$ cat src/design/crsd_pkg.sv
// Shared types, constants and the preset text lookup of the compressed-RTF decoder.
// No dependencies; all other design files but crsd_ram import this package.
package crsd_pkg;

  // ring geometry and preset
  localparam int RING_SIZE  = 4096;
  localparam int RING_AW    = 12;
  localparam int PRESET_LEN = 207;
  localparam int CMD_DEPTH  = 4;

  // header magic words
  localparam logic [31:0] MAGIC_PLAIN  = 32'h414c454d;
  localparam logic [31:0] MAGIC_PACKED = 32'h75465a4c;

  // command kinds from front to back
  localparam logic [1:0] CMD_BEGIN = 2'd0;
  localparam logic [1:0] CMD_LIT   = 2'd1;
  localparam logic [1:0] CMD_COPY  = 2'd2;
  localparam logic [1:0] CMD_ERR   = 2'd3;

  // result status codes
  localparam logic STATUS_DATA  = 1'b0;
  localparam logic STATUS_MAGIC = 1'b1;

  // rtf prefix, first character in the top byte
  localparam logic [PRESET_LEN*8-1:0] PRESET_TEXT = {
    "{\\rtf1\\ansi\\mac\\deff0\\deftab720{\\fonttbl;}{\\f0\\fnil \\froman \\fswiss ",
    "\\fmodern \\fscript \\fdecor MS Sans SerifSymbolArialTimes New RomanCourier",
    "{\\colortbl\\red0\\green0\\blue0", 8'h0d, 8'h0a,
    "\\par \\pard\\plain\\f0\\fs20\\b\\i\\u\\tab\\tx"
  };

  typedef struct packed {
    logic [7:0] in_byte;
    logic       start_req;
  } in_item_t;

  typedef struct packed {
    logic [7:0] out_byte;
    logic       last;
    logic       status;
  } out_item_t;

  // arg: raw size for begin, byte for literal, {pos, len - 2} for copy
  typedef struct packed {
    logic [1:0]  kind;
    logic [31:0] arg;
  } cmd_t;

  // content of a ring entry that the current stream has not written
  function automatic logic [7:0] preset_byte(input logic [RING_AW-1:0] addr);
    logic [7:0] b;
    b = 8'h00;
    if (addr < RING_AW'(PRESET_LEN)) begin
      b = PRESET_TEXT[(PRESET_LEN - 1 - int'(addr)) * 8 +: 8];
    end
    return b;
  endfunction

endpackage

$ cat src/design/crsd_cmd_fifo.sv
// Command queue between the parsing front end and the executing back end.
// Depends on crsd_pkg.
module crsd_cmd_fifo import crsd_pkg::*; #(
  parameter int DEPTH = CMD_DEPTH
) (
  input  logic clk,
  input  logic rst_n,
  input  logic push,
  input  cmd_t din,
  output logic full,
  input  logic pop,
  output cmd_t dout,
  output logic empty
);

  localparam int AW = $clog2(DEPTH);

  cmd_t        slots_r [DEPTH];
  logic [AW:0] wr_ptr_r;
  logic [AW:0] rd_ptr_r;

  assign empty = (wr_ptr_r == rd_ptr_r);
  assign full  = (wr_ptr_r[AW] != rd_ptr_r[AW]) && (wr_ptr_r[AW-1:0] == rd_ptr_r[AW-1:0]);
  assign dout  = slots_r[rd_ptr_r[AW-1:0]];

  // storage
  always_ff @(posedge clk) begin
    if (push && !full) begin
      slots_r[wr_ptr_r[AW-1:0]] <= din;
    end
  end

  // pointers
  always_ff @(posedge clk) begin
    if (!rst_n) begin
      wr_ptr_r <= '0;
      rd_ptr_r <= '0;
    end else begin
      if (push && !full) begin
        wr_ptr_r <= wr_ptr_r + 1'b1;
      end
      if (pop && !empty) begin
        rd_ptr_r <= rd_ptr_r + 1'b1;
      end
    end
  end

endmodule

$ cat config.mk
export PLATFORM = sky130hd
export DESIGN_NAME = crsd_cmd_fifo
export DESIGN_NICKNAME = d
export VERILOG_FILES = /design/src/design/crsd_pkg.sv /design/src/design/crsd_cmd_fifo.sv
export SDC_FILE = /design/constraint.sdc
export NUM_CORES = 1
export LEC_CHECK = 0
export BUFFER_PORTS_ARGS = -buffer_cell sky130_fd_sc_hd__buf_2
export CAP_MARGIN = 20
export CORE_MARGIN = 10
export CORE_UTILIZATION = 41
export DETAILED_ROUTE_END_ITERATION = 6
export HOLD_SLACK_MARGIN = 0.15
export PLACE_DENSITY = 0.62
export SLEW_MARGIN = 25
export SYNTH_ARGS = -nofsm -noshare
export SYNTH_HDL_FRONTEND = slang
export SYNTH_SLANG_ARGS = --single-unit
$ cat constraint.sdc
create_clock -name clk -period 3.5 [get_ports clk]
set_clock_uncertainty 0.15 [all_clocks]
set_input_delay 0.175 -clock clk [delete_from_list [all_inputs] [get_ports clk]]
set_output_delay 0.175 -clock clk [all_outputs]
set_load 0.1 [all_outputs]
Word-level counts from Yosys, hierarchy flattened

Memory sizes are Yosys's and may differ from the RTL's. A register that Yosys moved wholly into a read port is not among the register bits.
Index checks and enable logic that the tools add are counted.

RAM bits: 136
Memories kept: 1
Input port bits: 38
Output and inout port bits: 36
Bits in registers: 6
Logic and storage cells: 17

Memories:

| name    | words | width | rd ports | clocked after Yosys merged registers in | write ports | RTL line            | source |
|---|---|---|---|---|---|---|---|
| slots_r | 4     | 34    | 1        | 1                                       | 1           | crsd_cmd_fifo.sv:18 | `cmd_t slots_r [DEPTH];` |

$add $sub $neg: 2
Equal/unequal tests: 3
Mux-type cells: 4
Reduce and logical (&&, ||, !) cells: 5

Operator list:

| kind                | count |
|---|---|
| $add 3x1->3 const B | 2 |
| $mux 2              | 2 |
| $eq 3x3->1          | 1 |
| $logic_and 1x1->1   | 3 |
| $eq 2x2->1          | 1 |
| $logic_not 1->1     | 2 |
| $mux 1              | 2 |
| $ne 1x1->1          | 1 |

Longest topological paths before layout

Depth in word-level cells: 6
Gate-level depth with buffers: 5
Gate-level depth less buffers: 4

Worst setup path after synthesis

OpenSTA, ideal clock, no wires.

Kind: register to register
Start: register wr_ptr_r[1]
End: memory slots_r[3][0] (netlist name), enable pin
Required time: 2,769 ps
Data arrival time: 4,139 ps
Cell stages (with the launch flop): 5
Period minus slack after synthesis: 4,871 ps
Setup slack: -1,371 ps
Setup time: 581 ps
Cells stage by stage: dfxtp_1 > buf_6 > xor2_1 > nor3_1 > nor2_1

Longest elaborated chain between the ends: 6

RTL lines:

| item                         | RTL line            | source |
|---|---|---|
| start: declaration           | crsd_cmd_fifo.sv:19 | `logic [AW:0] wr_ptr_r;` |
| start signal: assignment     | crsd_cmd_fifo.sv:40 | `wr_ptr_r <= wr_ptr_r + 1'b1;` |
| $eq 2x2->1                   | crsd_cmd_fifo.sv:23 | `assign full = (wr_ptr_r[AW] != rd_ptr_r[AW]) && (wr_ptr_r[AW-1:0] == rd_ptr_r[AW-1:0]);` |
| $logic_and 1x1->1            | crsd_cmd_fifo.sv:23 |  |
| named net full               | crsd_cmd_fifo.sv:10 | `output logic full,` |
| $logic_not 1->1              | crsd_cmd_fifo.sv:28 | `if (push && !full) begin` |
| $logic_and 1x1->1            | crsd_cmd_fifo.sv:28 |  |
| $mux 1                       | crsd_cmd_fifo.sv:28 |  |
| $mux 1 (implied by the code) | crsd_cmd_fifo.sv:29 | `slots_r[wr_ptr_r[AW-1:0]] <= din;` |
| end: declaration             | crsd_cmd_fifo.sv:18 |  |

The timed path passes the listed nets, and every way through them passes these cells.

==> results.ini <==
[min_path]
worstHoldEndpoint=slots_r[0][21]
hp-class=in2reg
hold_depth=2
worstHoldStart=din[21]

[outcome]
status=finished clean

[timing]
slew_viol_final=0
rsz0062_at_grt=no
fin_crit_sh_pct=73.4
hold_violations=0
final-setup-viol-count=0
hold_ws_ns=0.367
min_period_ns=2.57
max_freq_mhz=389
maxSlewHeadroom_pct=37.8
tightest_slew_ns=0.933
final.setup.tns_ns=0

[worst_setup_path]
r2r_start=wr_ptr_r[1]
r2r_end=slots_r[1][5]
crit_required_ns=3.17
arrival_ns=2.24
r2r_slack_ns=1.14
reg2reg_depth=4
critPathMaxFanout=21
start_kind=flop
worstSetupEndpointType=primary output
worstSetupPathType=reg2out

[cts]
insertion_delay_ns=0.41
htree_levels=4
cts_setup_buffers=0
clockBufferDepth=2
cts_tree=built
root_buffer=clkbuf_16
numClockSinks=144
cts-buffers-inserted=17
clkTransAtPathRegs_ns=0.05

[placement]
dpl.hpwl_um=6510
portBuffers=73
gp_congestion=0.817

[grt]
grt_first_pass_wirelength_um=17200
gr-total-overflow=0
grt_pass1_vias=3128
antenna_found_initial=1
grt_util_all_layers_pct=12.5
grt_max_degree=35

[cells_and_area]
fill_cells=1066
area_delta_synth_final_pct=27.6
nets=415
layout_commonest_cell=edfxtp_1
mostFrequentLayoutCells=edfxtp_1, buf_2, dlygate4sd3_1
drive_above_1_share_pct=37.0

[floorplan]
pin_count=74
start_util_pct=41.6
coreArea_um2=13100
dieArea_um2=18300
fp.dieW_um=135
placement_rows=42
fp.dieH_um=135

[power]
vdd_drop_max_uv=569
p_leak_nw=2.40
power_density_nw_per_um2=921

[synth]
syn_inst=246
synth_nets=289
yosysWarnings=0
synth_cell_types=29
synth_area_um2=5460
ys_seq_area_share_pct=77.7
ys_ff_latch=144
syn_avg_cell_area_um2=22.2

[routing]
wl_per_cell_um=19.1
drc_errors=0
ant_nets=0
dr_total_vias=2806
first_iter_violations=148
drt-total-wl_um=10700
viasPerCell=5.00
drt_pass1_iterations=4

[job]
max_cap_viol_count=0

[layer usage]
layer  share of wire (%)  wire length, µm  vias up  GRT usage [%]
met1                  45             4870     1431           15.8
met5                   0                0        -              0
met2                  48             5190       80           19.1
li1                    -                -     1287              -
met3                 5.3              571        8           5.01
met4                0.89               95        0           4.31
[repair_timing]
item | 4_1_cts | 5_1_grt
hold buffers | 38 | 0
gates resized for setup | 0 | 0
hold endpoints to repair | 144 | 0
[cell families after synthesis]
group,count (synthesis),share of synthesized area (%)
AOI/OAI and AO/OA,18,2.31
DFF,144,77.7
muxes,34,14.0
xor gates and xnor gates,6,0.963
and+or+nand+nor,24,2.48
adders and majority gates,5,1.15
buffers and inverters,15,1.33
[registers in the layout (all words and copies together), names as in the netlist, named ones only]
register / count
wr_ptr_r: 3
slots_r: 136
rd_ptr_r: 3
[report_power, final]
part	internal, mW	switching (mW)
Combinational	0.541	1.96
Sequential	2.19	0.154
Clock	0.961	0.609
[metrics by stage]
stage	setup slack, ns	power, mW	utilization [%]	std cells	cell area (µm²)
after global routing	0.769	6.69	53.0	561	6960
after global placement	1.24	4.86	46.2	491	6070
after floorplan	0.0185	4.43	-	246	5460
after CTS	0.831	6.50	53.0	560	6960
after detailed placement	1.14	4.88	46.2	491	6070
final	0.932	6.42	53.0	561	6960
[critical path, stage by stage (launching register included)]
cell and delay (ns):
dfxtp_2 0.67, buf_12 0.29, mux4_2 0.55, buf_2 0.31
[cells in the mapped netlist, drive strengths merged]
library cell | n | area [µm²]
dfxtp | 8 | 160
ha | 5 | 62.6
and3 | 1 | 6.26
a211o | 4 | 35.0
buf | 8 | 42.5
edfxtp | 136 | 4080
clkbuf | 2 | 11.3
nand2 | 3 | 11.3
o21ai | 4 | 20.0
nor2 | 2 | 7.51
a211oi | 1 | 7.51
nand3 | 3 | 15.0
mux4 | 34 | 766
xnor2 | 3 | 26.3
or4 | 1 | 7.51
nor3 | 4 | 20.0
a21oi | 2 | 10.0
a31oi | 2 | 12.5
and2 | 4 | 25.0
a41oi | 2 | 17.5
nand4 | 2 | 12.5
o211ai | 2 | 15.0
nand3b | 4 | 30.0
o31a | 1 | 8.76
inv | 5 | 18.8
xor2 | 3 | 26.3
[how the worst max path moves through the flow]
stage	slack, ns	to	cells after the start	start
6_report	0.93	dout[11]	3	flop
4_1_cts	0.83	dout[6]	3	flop
2_1_floorplan	0.02	slots_r[3][0]	4	wr_ptr_r[1]
3_5_place_dp	1.14	slots_r[1][7]	4	wr_ptr_r[1]
3_3_place_gp	1.24	slots_r[1][7]	4	wr_ptr_r[1]
5_1_grt	0.77	dout[1]	3	flop
[layout make-up]
class	count	area, µm²	share of cell area (%)
clock buffers	23	448	6.43
inverters	5	18.8	0.269
well taps	176	220	3.16
clock inverters	8	66.3	0.952
repair buffers	117	803	11.5
multi-input cells	87	1160	16.6
diodes	1	2.50	0.0359
flip-flops and latches	144	4250	61.0
(Power assumes the default switching activity.)
