<file path="src/design/crsd_pkg.sv">
// Shared types, constants and the preset text lookup of the compressed-RTF decoder.
// No dependencies; all other design files but crsd_ram import this package.
package crsd_pkg;

  // ring geometry and preset
  localparam int RING_SIZE  = 4096;
  localparam int RING_AW    = 12;
  localparam int PRESET_LEN = 207;
  localparam int CMD_DEPTH  = 4;

  // header magic words
  localparam logic [31:0] MAGIC_PLAIN  = 32'h414c454d;
  localparam logic [31:0] MAGIC_PACKED = 32'h75465a4c;

  // command kinds from front to back
  localparam logic [1:0] CMD_BEGIN = 2'd0;
  localparam logic [1:0] CMD_LIT   = 2'd1;
  localparam logic [1:0] CMD_COPY  = 2'd2;
  localparam logic [1:0] CMD_ERR   = 2'd3;

  // result status codes
  localparam logic STATUS_DATA  = 1'b0;
  localparam logic STATUS_MAGIC = 1'b1;

  // rtf prefix, first character in the top byte
  localparam logic [PRESET_LEN*8-1:0] PRESET_TEXT = {
    "{\\rtf1\\ansi\\mac\\deff0\\deftab720{\\fonttbl;}{\\f0\\fnil \\froman \\fswiss ",
    "\\fmodern \\fscript \\fdecor MS Sans SerifSymbolArialTimes New RomanCourier",
    "{\\colortbl\\red0\\green0\\blue0", 8'h0d, 8'h0a,
    "\\par \\pard\\plain\\f0\\fs20\\b\\i\\u\\tab\\tx"
  };

  typedef struct packed {
    logic [7:0] in_byte;
    logic       start_req;
  } in_item_t;

  typedef struct packed {
    logic [7:0] out_byte;
    logic       last;
    logic       status;
  } out_item_t;

  // arg: raw size for begin, byte for literal, {pos, len - 2} for copy
  typedef struct packed {
    logic [1:0]  kind;
    logic [31:0] arg;
  } cmd_t;

  // content of a ring entry that the current stream has not written
  function automatic logic [7:0] preset_byte(input logic [RING_AW-1:0] addr);
    logic [7:0] b;
    b = 8'h00;
    if (addr < RING_AW'(PRESET_LEN)) begin
      b = PRESET_TEXT[(PRESET_LEN - 1 - int'(addr)) * 8 +: 8];
    end
    return b;
  endfunction

endpackage

</file>
<file path="src/design/crsd_front.sv">
// Front end: parses header, flag bytes and tokens, emits a command per header, token or plain byte.
// Depends on crsd_pkg.
module crsd_front import crsd_pkg::*; (
  input  logic     clk,
  input  logic     rst_n,
  input  logic     in_accept,
  input  in_item_t in_data,
  output logic     cmd_push,
  output cmd_t     cmd_data
);

  localparam logic [1:0] MODE_IDLE  = 2'd0;
  localparam logic [1:0] MODE_HDR   = 2'd1;
  localparam logic [1:0] MODE_COMP  = 2'd2;
  localparam logic [1:0] MODE_PLAIN = 2'd3;

  localparam logic [1:0] PH_FLAG = 2'd0;
  localparam logic [1:0] PH_TOK  = 2'd1;
  localparam logic [1:0] PH_REF  = 2'd2;

  logic [1:0]  mode_r, mode_nxt;
  logic [4:0]  hcnt_r, hcnt_nxt;
  logic [63:0] hshift_r, hshift_nxt;
  logic [7:0]  flags_r, flags_nxt;
  logic [2:0]  fidx_r, fidx_nxt;
  logic [1:0]  phase_r, phase_nxt;
  logic [7:0]  offhi_r, offhi_nxt;

  logic [1:0]  mode_v;
  logic [4:0]  hcnt_v;
  logic [63:0] hshift_v;
  logic [2:0]  fidx_v;
  logic [1:0]  phase_v;
  logic [7:0]  b;

  // token parser
  always_comb begin
    b          = in_data.in_byte;
    mode_v     = in_data.start_req ? MODE_HDR : mode_r;
    hcnt_v     = in_data.start_req ? 5'd0 : hcnt_r;
    hshift_v   = in_data.start_req ? 64'd0 : hshift_r;
    fidx_v     = in_data.start_req ? 3'd0 : fidx_r;
    phase_v    = in_data.start_req ? PH_FLAG : phase_r;
    mode_nxt   = mode_v;
    hcnt_nxt   = hcnt_v;
    hshift_nxt = hshift_v;
    flags_nxt  = in_data.start_req ? 8'd0 : flags_r;
    fidx_nxt   = fidx_v;
    phase_nxt  = phase_v;
    offhi_nxt  = in_data.start_req ? 8'd0 : offhi_r;
    cmd_push   = 1'b0;
    cmd_data   = '{kind: CMD_LIT, arg: {24'd0, b}};
    case (mode_v)
      MODE_HDR: begin
        if (hcnt_v < 5'd12) begin
          hshift_nxt = {b, hshift_v[63:8]};
        end
        hcnt_nxt = hcnt_v + 5'd1;
        if (hcnt_nxt == 5'd16) begin
          fidx_nxt  = 3'd0;
          phase_nxt = PH_FLAG;
          cmd_push  = in_accept;
          if (hshift_nxt[63:32] == MAGIC_PACKED) begin
            mode_nxt = (hshift_nxt[31:0] != 32'd0) ? MODE_COMP : MODE_IDLE;
            cmd_data = '{kind: CMD_BEGIN, arg: hshift_nxt[31:0]};
          end else if (hshift_nxt[63:32] == MAGIC_PLAIN) begin
            mode_nxt = (hshift_nxt[31:0] != 32'd0) ? MODE_PLAIN : MODE_IDLE;
            cmd_data = '{kind: CMD_BEGIN, arg: hshift_nxt[31:0]};
          end else begin
            mode_nxt = MODE_IDLE;
            cmd_data = '{kind: CMD_ERR, arg: 32'd0};
          end
        end
      end
      MODE_COMP: begin
        case (phase_v)
          PH_FLAG: begin
            flags_nxt = b;
            fidx_nxt  = 3'd0;
            phase_nxt = PH_TOK;
          end
          PH_TOK: begin
            if (!flags_r[fidx_v]) begin
              cmd_push  = in_accept;
              fidx_nxt  = fidx_v + 3'd1;
              phase_nxt = (fidx_nxt == 3'd0) ? PH_FLAG : PH_TOK;
            end else begin
              offhi_nxt = b;
              phase_nxt = PH_REF;
            end
          end
          default: begin
            cmd_push  = in_accept;
            cmd_data  = '{kind: CMD_COPY, arg: {16'd0, offhi_r, b}};
            fidx_nxt  = fidx_v + 3'd1;
            phase_nxt = (fidx_nxt == 3'd0) ? PH_FLAG : PH_TOK;
          end
        endcase
      end
      MODE_PLAIN: begin
        cmd_push = in_accept;
      end
      default: begin
        cmd_push = 1'b0;
      end
    endcase
  end

  // parser state
  always_ff @(posedge clk) begin
    if (!rst_n) begin
      mode_r  <= MODE_IDLE;
      hcnt_r  <= 5'd0;
      fidx_r  <= 3'd0;
      phase_r <= PH_FLAG;
      flags_r <= 8'd0;
      offhi_r <= 8'd0;
    end else if (in_accept) begin
      mode_r  <= mode_nxt;
      hcnt_r  <= hcnt_nxt;
      fidx_r  <= fidx_nxt;
      phase_r <= phase_nxt;
      flags_r <= flags_nxt;
      offhi_r <= offhi_nxt;
    end
  end

  // header shift register
  always_ff @(posedge clk) begin
    if (!rst_n) begin
      hshift_r <= 64'd0;
    end else if (in_accept) begin
      hshift_r <= hshift_nxt;
    end
  end

endmodule

</file>
<file path="config.mk">
export PLATFORM = sky130hd
export DESIGN_NAME = crsd_front
export DESIGN_NICKNAME = d
export VERILOG_FILES = /design/src/design/crsd_pkg.sv /design/src/design/crsd_front.sv
export SDC_FILE = /design/constraint.sdc
export NUM_CORES = 1
export LEC_CHECK = 0
export ABC_AREA = 1
export BUFFER_PORTS_ARGS = -buffer_cell sky130_fd_sc_hd__buf_2
export CORE_MARGIN = 4
export CORE_UTILIZATION = 50
export CTS_BUF_LIST = sky130_fd_sc_hd__clkbuf_4 sky130_fd_sc_hd__clkbuf_8
export DETAILED_ROUTE_END_ITERATION = 8
export GPL_TIMING_DRIVEN = 0
export PLACE_DENSITY_LB_ADDON = 0.12
export SLEW_MARGIN = 10
export SYNTH_ARGS = -nofsm -noshare
export SYNTH_HDL_FRONTEND = slang
export SYNTH_SLANG_ARGS = --single-unit
</file>
<file path="constraint.sdc">
create_clock -name clk -period 2.3 [get_ports clk]
set_input_delay 0.115 -clock clk [delete_from_list [all_inputs] [get_ports clk]]
set_output_delay 0.115 -clock clk [all_outputs]
set_load 0.005 [all_outputs]
</file>
Yosys cells after proc, flatten, opt, wreduce, memory -nomap -nowiden:

Index checks and enable logic that the tools add are counted.
W data, S select, Z words.

* add/sub/neg operators: 2
* $lt $le $gt $ge: 2
* equality and inequality tests: 7
* multiplexer cells: 42
* reductions and logical operators: 4

Operators by type and width (count)
* $mux W64: 4
* $mux W34: 4
* $pmux W34 S2: 1
* $eq A32 B31 Y1 const B: 2
* $mux W8: 7
* $reduce_bool A32 Y1: 1
* $mux W2: 10
* $pmux W3 S2: 2
* $mux W5: 2
* $mux W3: 3
* $pmux W2 S2: 2
* $add A5 B1 Y5 const B: 1
* $eq A5 B5 Y1 const B: 1
* $lt A5 B4 Y1 const B: 1
* $eq A2 B1 Y1 const B: 2
* $eq A2 B2 Y1 const B: 2
* $lt A3 B4 Y1 const B: 1
* $mux W1: 4
* $add A3 B1 Y3 const B: 1
* $bmux W1 S3: 1
* $logic_not A3 Y1: 1
* $pmux W1 S3: 1
* $logic_not A2 Y1: 1
* $pmux W1 S2: 1
* $reduce_or A2 Y1: 1

* register bits after elaboration: 92
* word-level logic and storage cells: 64

Depth between registers and ports, before layout:

* depth after elaboration: 10
* depth in mapped cells: 17
* gate-level depth less buffers: 15

Worst setup path after synthesis:

No wires, ideal clock.

* path kind: input port to flip-flop
* start point: input port in_data[0] (netlist name)
* end point: register flags_r[0]
* setup time: 132 ps
* data arrival time: 2124 ps
* required time: 2168 ps
* path slack: 44 ps
* stages on the path: 12
* buffers on the path: 3
* cell sequence: inv_2 > buf_2 > buf_2 > buf_2 > nand2_1 > inv_1 > ha_1 > inv_1 > nor2_1 > nand3_1 > nand3_1 > a21oi_1

* cells in the longest elaborated chain, start to end: 4
* elaborated cells on any way between the ends: 7

Ends and longest elaborated chain
* from (decl): line crsd_front.sv:7 `input in_item_t in_data,`
* $mux W2: line crsd_front.sv:43 `phase_v = in_data.start_req ? PH_FLAG : phase_r;`
* $logic_not A2 Y1: line crsd_front.sv:76 `case (phase_v)`
* $mux W8: line crsd_front.sv:76
* $mux W8 *: line crsd_front.sv:53 `case (mode_v)`
* to (signal assigned): line crsd_front.sv:123 `flags_r <= flags_nxt;`
* to (decl): line crsd_front.sv:24 `logic [7:0] flags_r, flags_nxt;`

Every way passes the cells marked *; elsewhere a longest branch is shown, timed or not.
A chain may end at the register's enable or synchronous reset.

==> flow_metrics.tcl <==
set metrics [dict create \
    status "finished, violations left" \
    violations "setup timing" \
    holdBufCountCts 0 \
    tightestPinTransition_ns 0.697 \
    layout.nets 1170 \
    cts_num_sinks 92 \
    routedWlPerCell_um 18.1 \
    clk_latency_ns 0.40 \
    synth.distinct_cells 35 \
    hold_violations 0 \
    cts_buffers 9 \
    finalCritPeriodShare_pct 117 \
    cp.arrival_ns 2.57 \
    worstSetupEndpointType "output pin" \
    seq_area_frac_synth_pct 29.1 \
    vdd_drop_max_v 0.000414 \
    grt_pass1_wl_mm 36.9 \
    track_usage_pct 32.0 \
    relSlewSlack_pct 53.5 \
    grt_max_degree 16 \
    synthesis.nets 1094 \
    dp.cells 1287 \
    dpl_cell_area_um2 6770 \
    cp_max_fo 10 \
    synth_most_common_cell "nand2_1" \
    period_minus_slack_ns 2.69 \
    synth_fa_ha_area_share_pct 1.38 \
    path_cells "nand3_4 > nand2_8 > buf_12 > clkbuf_16 > o21ai_2 > inv_2 > nor2_4 > nand3_2 > nor2_4 > nand2_4 > nor2_4 > nand2_4 > buf_6 > nor2_1 > buf_2" \
    coreArea_um2 12200 \
    clk_pin_slew_worst_paths_ns 0.10 \
    cp_data_required_time_ns 2.18 \
    drt-pass1-iter-count 5 \
    die-area_um2 14500 \
    final.setup.worst_slack_ns -0.388 \
    synth_top_family_by_area "simple AND/OR/NAND/NOR gates" \
    skew_ns 0.0130 \
    num_antenna_cells 0 \
    start_util_pct 51.9 \
    antenna_found_initial 0 \
    path_buf_inv 5 \
    drc 0 \
    synth-xor-area-share_pct 0.415 \
    io_pins 47 \
    drive_gt1_share_pct 17.0 \
    synthCells 1075 \
    cpLargestDelayFamily "simple AND/OR/NAND/NOR gates" \
    slowest_stage "dfxtp_2" \
    synth-seq-cells 92 \
    leakagePower_nw 3.34 \
    synth_edf_count 0 \
    design_area_um2 7560 \
    yosys_warnings 0 \
    cpMostUsedCell "nor2_4" \
    max_freq_ghz 0.372 \
    place_ws_ns -1.09 \
    p_per_area_nw_per_um2 490 \
    drt_iter0_drc 990 \
    rsz0062_at_grt "true" \
    synth_top_area_cell "dfxtp_1" \
    setup_violations 35 \
    cts_tree "done" \
    yosys-top-cells-area "dfxtp_1 29%, nand2_1 21%, nand3_1 10%" \
    synth.area.mux_share_pct 0 \
    gp_congestion 0.994 \
    clockBufferDepth 2 \
    drv_cap 0 \
    grt_pass1_vias 7102 \
    slew_violations 0 \
    row_count 40 \
    syn_to_final_growth_pct 19.2 \
    synth_compound_area_share_pct 18.4 \
    slowest_delay_ns 0.35 \
    syn_area_um2 6340 \
    synth_top_area_share_pct 29.1 \
    cts_max_level 3 \
    synthFlopType "dfxtp_1" \
    via_count 7778 \
    cts_root_buffer "clkbuf_8" \
    detail_route.vias_per_cell 5.87 \
    async_flop_share_pct 0 \
    grt.overflow.total 0 \
    dp_hpwl_mm 16.8 \
    worstSetupStartpointType "flop" \
    die_w_um 121 \
    port_buffers 44 \
    synthTopCellsByCount "356 x nand2_1, 132 x nand3_1, 92 x dfxtp_1" \
    fin_cells 1324 \
    drt_wl_total_mm 24.0 \
    synth-simple-area-share_pct 40.4 \
    hp-class "in -> reg" \
    critical_path_class "reg -> out" \
    die_h_um 121 \
    final_antenna_net_count 0 \
    syn_area_per_cell_um2 5.90 \
]
-- report_power, final --
part	switching, W	internal, W
logic	0.000501	0.000219
registers	0.0000374	0.00165
clock network	0.000655	0.000640
-- worst register-to-register path: cells and delay by family (launching register included) --
| kind | cells | cell delay (ns) |
|---|---|---|
| AO/OA/AOI/OAI | 1 | 0.07 |
| AND/OR/NAND/NOR | 11 | 1.05 |
| buffers and inverters | 3 | 0.67 |
| flip-flops | 1 | 0.35 |
-- through the flow --
step                      util (%)  power (W)  hold slack [ns]  TNS [ns]
after detailed placement      55.4    0.00237            0.456    -89.02
after global placement        55.4    0.00237            0.451    -94.16
after global routing          61.9    0.00383           0.0696    -15.21
after floorplan                  -    0.00215            0.292         0
final                         61.9    0.00371           0.0466    -11.32
after CTS                     59.8    0.00367           0.0381     -8.81
-- sequential cells by signal, indices dropped and copies added, names as in the netlist --
register  flops
fidx_r        3
flags_r       8
hcnt_r        5
hshift_r     64
mode_r        2
offhi_r       8
phase_r       2
-- layer usage --
metal  vias to the layer above  GRT usage [%]  share of wire [%]
met5                         -              0                  0
met4                         0           16.4                4.3
met3                        86           6.97                9.4
met2                       456           49.8                 45
met1                      3515           41.8                 41
li1                       3721              -                  -
-- path summary, 6_finish.rpt --
kind,cells past startpoint,end,from,slack [ns]
worst min-delay path,3,flags_r[6],in_data[7],0.05
worst max-delay path,15,cmd_data[20],hcnt_r[3],-0.39
worst min register to register,2,hshift_r[36],hshift_r[36],0.47
worst max register to register,15,mode_r[1],hcnt_r[3],0.03
-- logic make-up (layout without fill, tap and decap cells) --
| family | count (synthesis) | after routing |
|---|---|---|
| XOR/XNOR | 3 | 3 |
| flip-flops | 92 | 92 |
| AND/OR/NAND/NOR | 609 | 610 |
| adder cells (fa/ha/maj) | 7 | 7 |
| buffers and inverters | 155 | 235 |
| AO/OA/AOI/OAI | 209 | 209 |
-- cell type report --
| class | count | area (µm²) |
|---|---|---|
| Multi-Input combinational cell | 829 | 4050 |
| Fill cell | 1236 | 4650 |
| Clock buffer | 10 | 138 |
| Sequential cell | 92 | 1850 |
| Tap cell | 168 | 210 |
| Timing Repair Buffer | 64 | 424 |
| Buffer | 73 | 474 |
| Inverter | 82 | 323 |
| Clock inverter | 6 | 87.6 |
-- repair_timing --
| action | in CTS | in global routing |
|---|---|---|
| setup endpoints to repair | 125 | 83 |
| pin swaps | 8 | 6 |
| gates resized for setup | 70 | 54 |
| buffers inserted | 12 | 4 |
| gates cloned | 2 | 3 |
-- placed cells by master, fill, tap and decap left out, types with 25 or more instances in the layout --
cell type and n:
clkbuf_1 36, a21oi_1 71, buf_2 50, o21ai_0 54
dfxtp_1 88, nand3_1 129, a31oi_1 25, nand2_1 345
inv_1 73, nor2_1 64
Power figures use the tool's default switching activity.
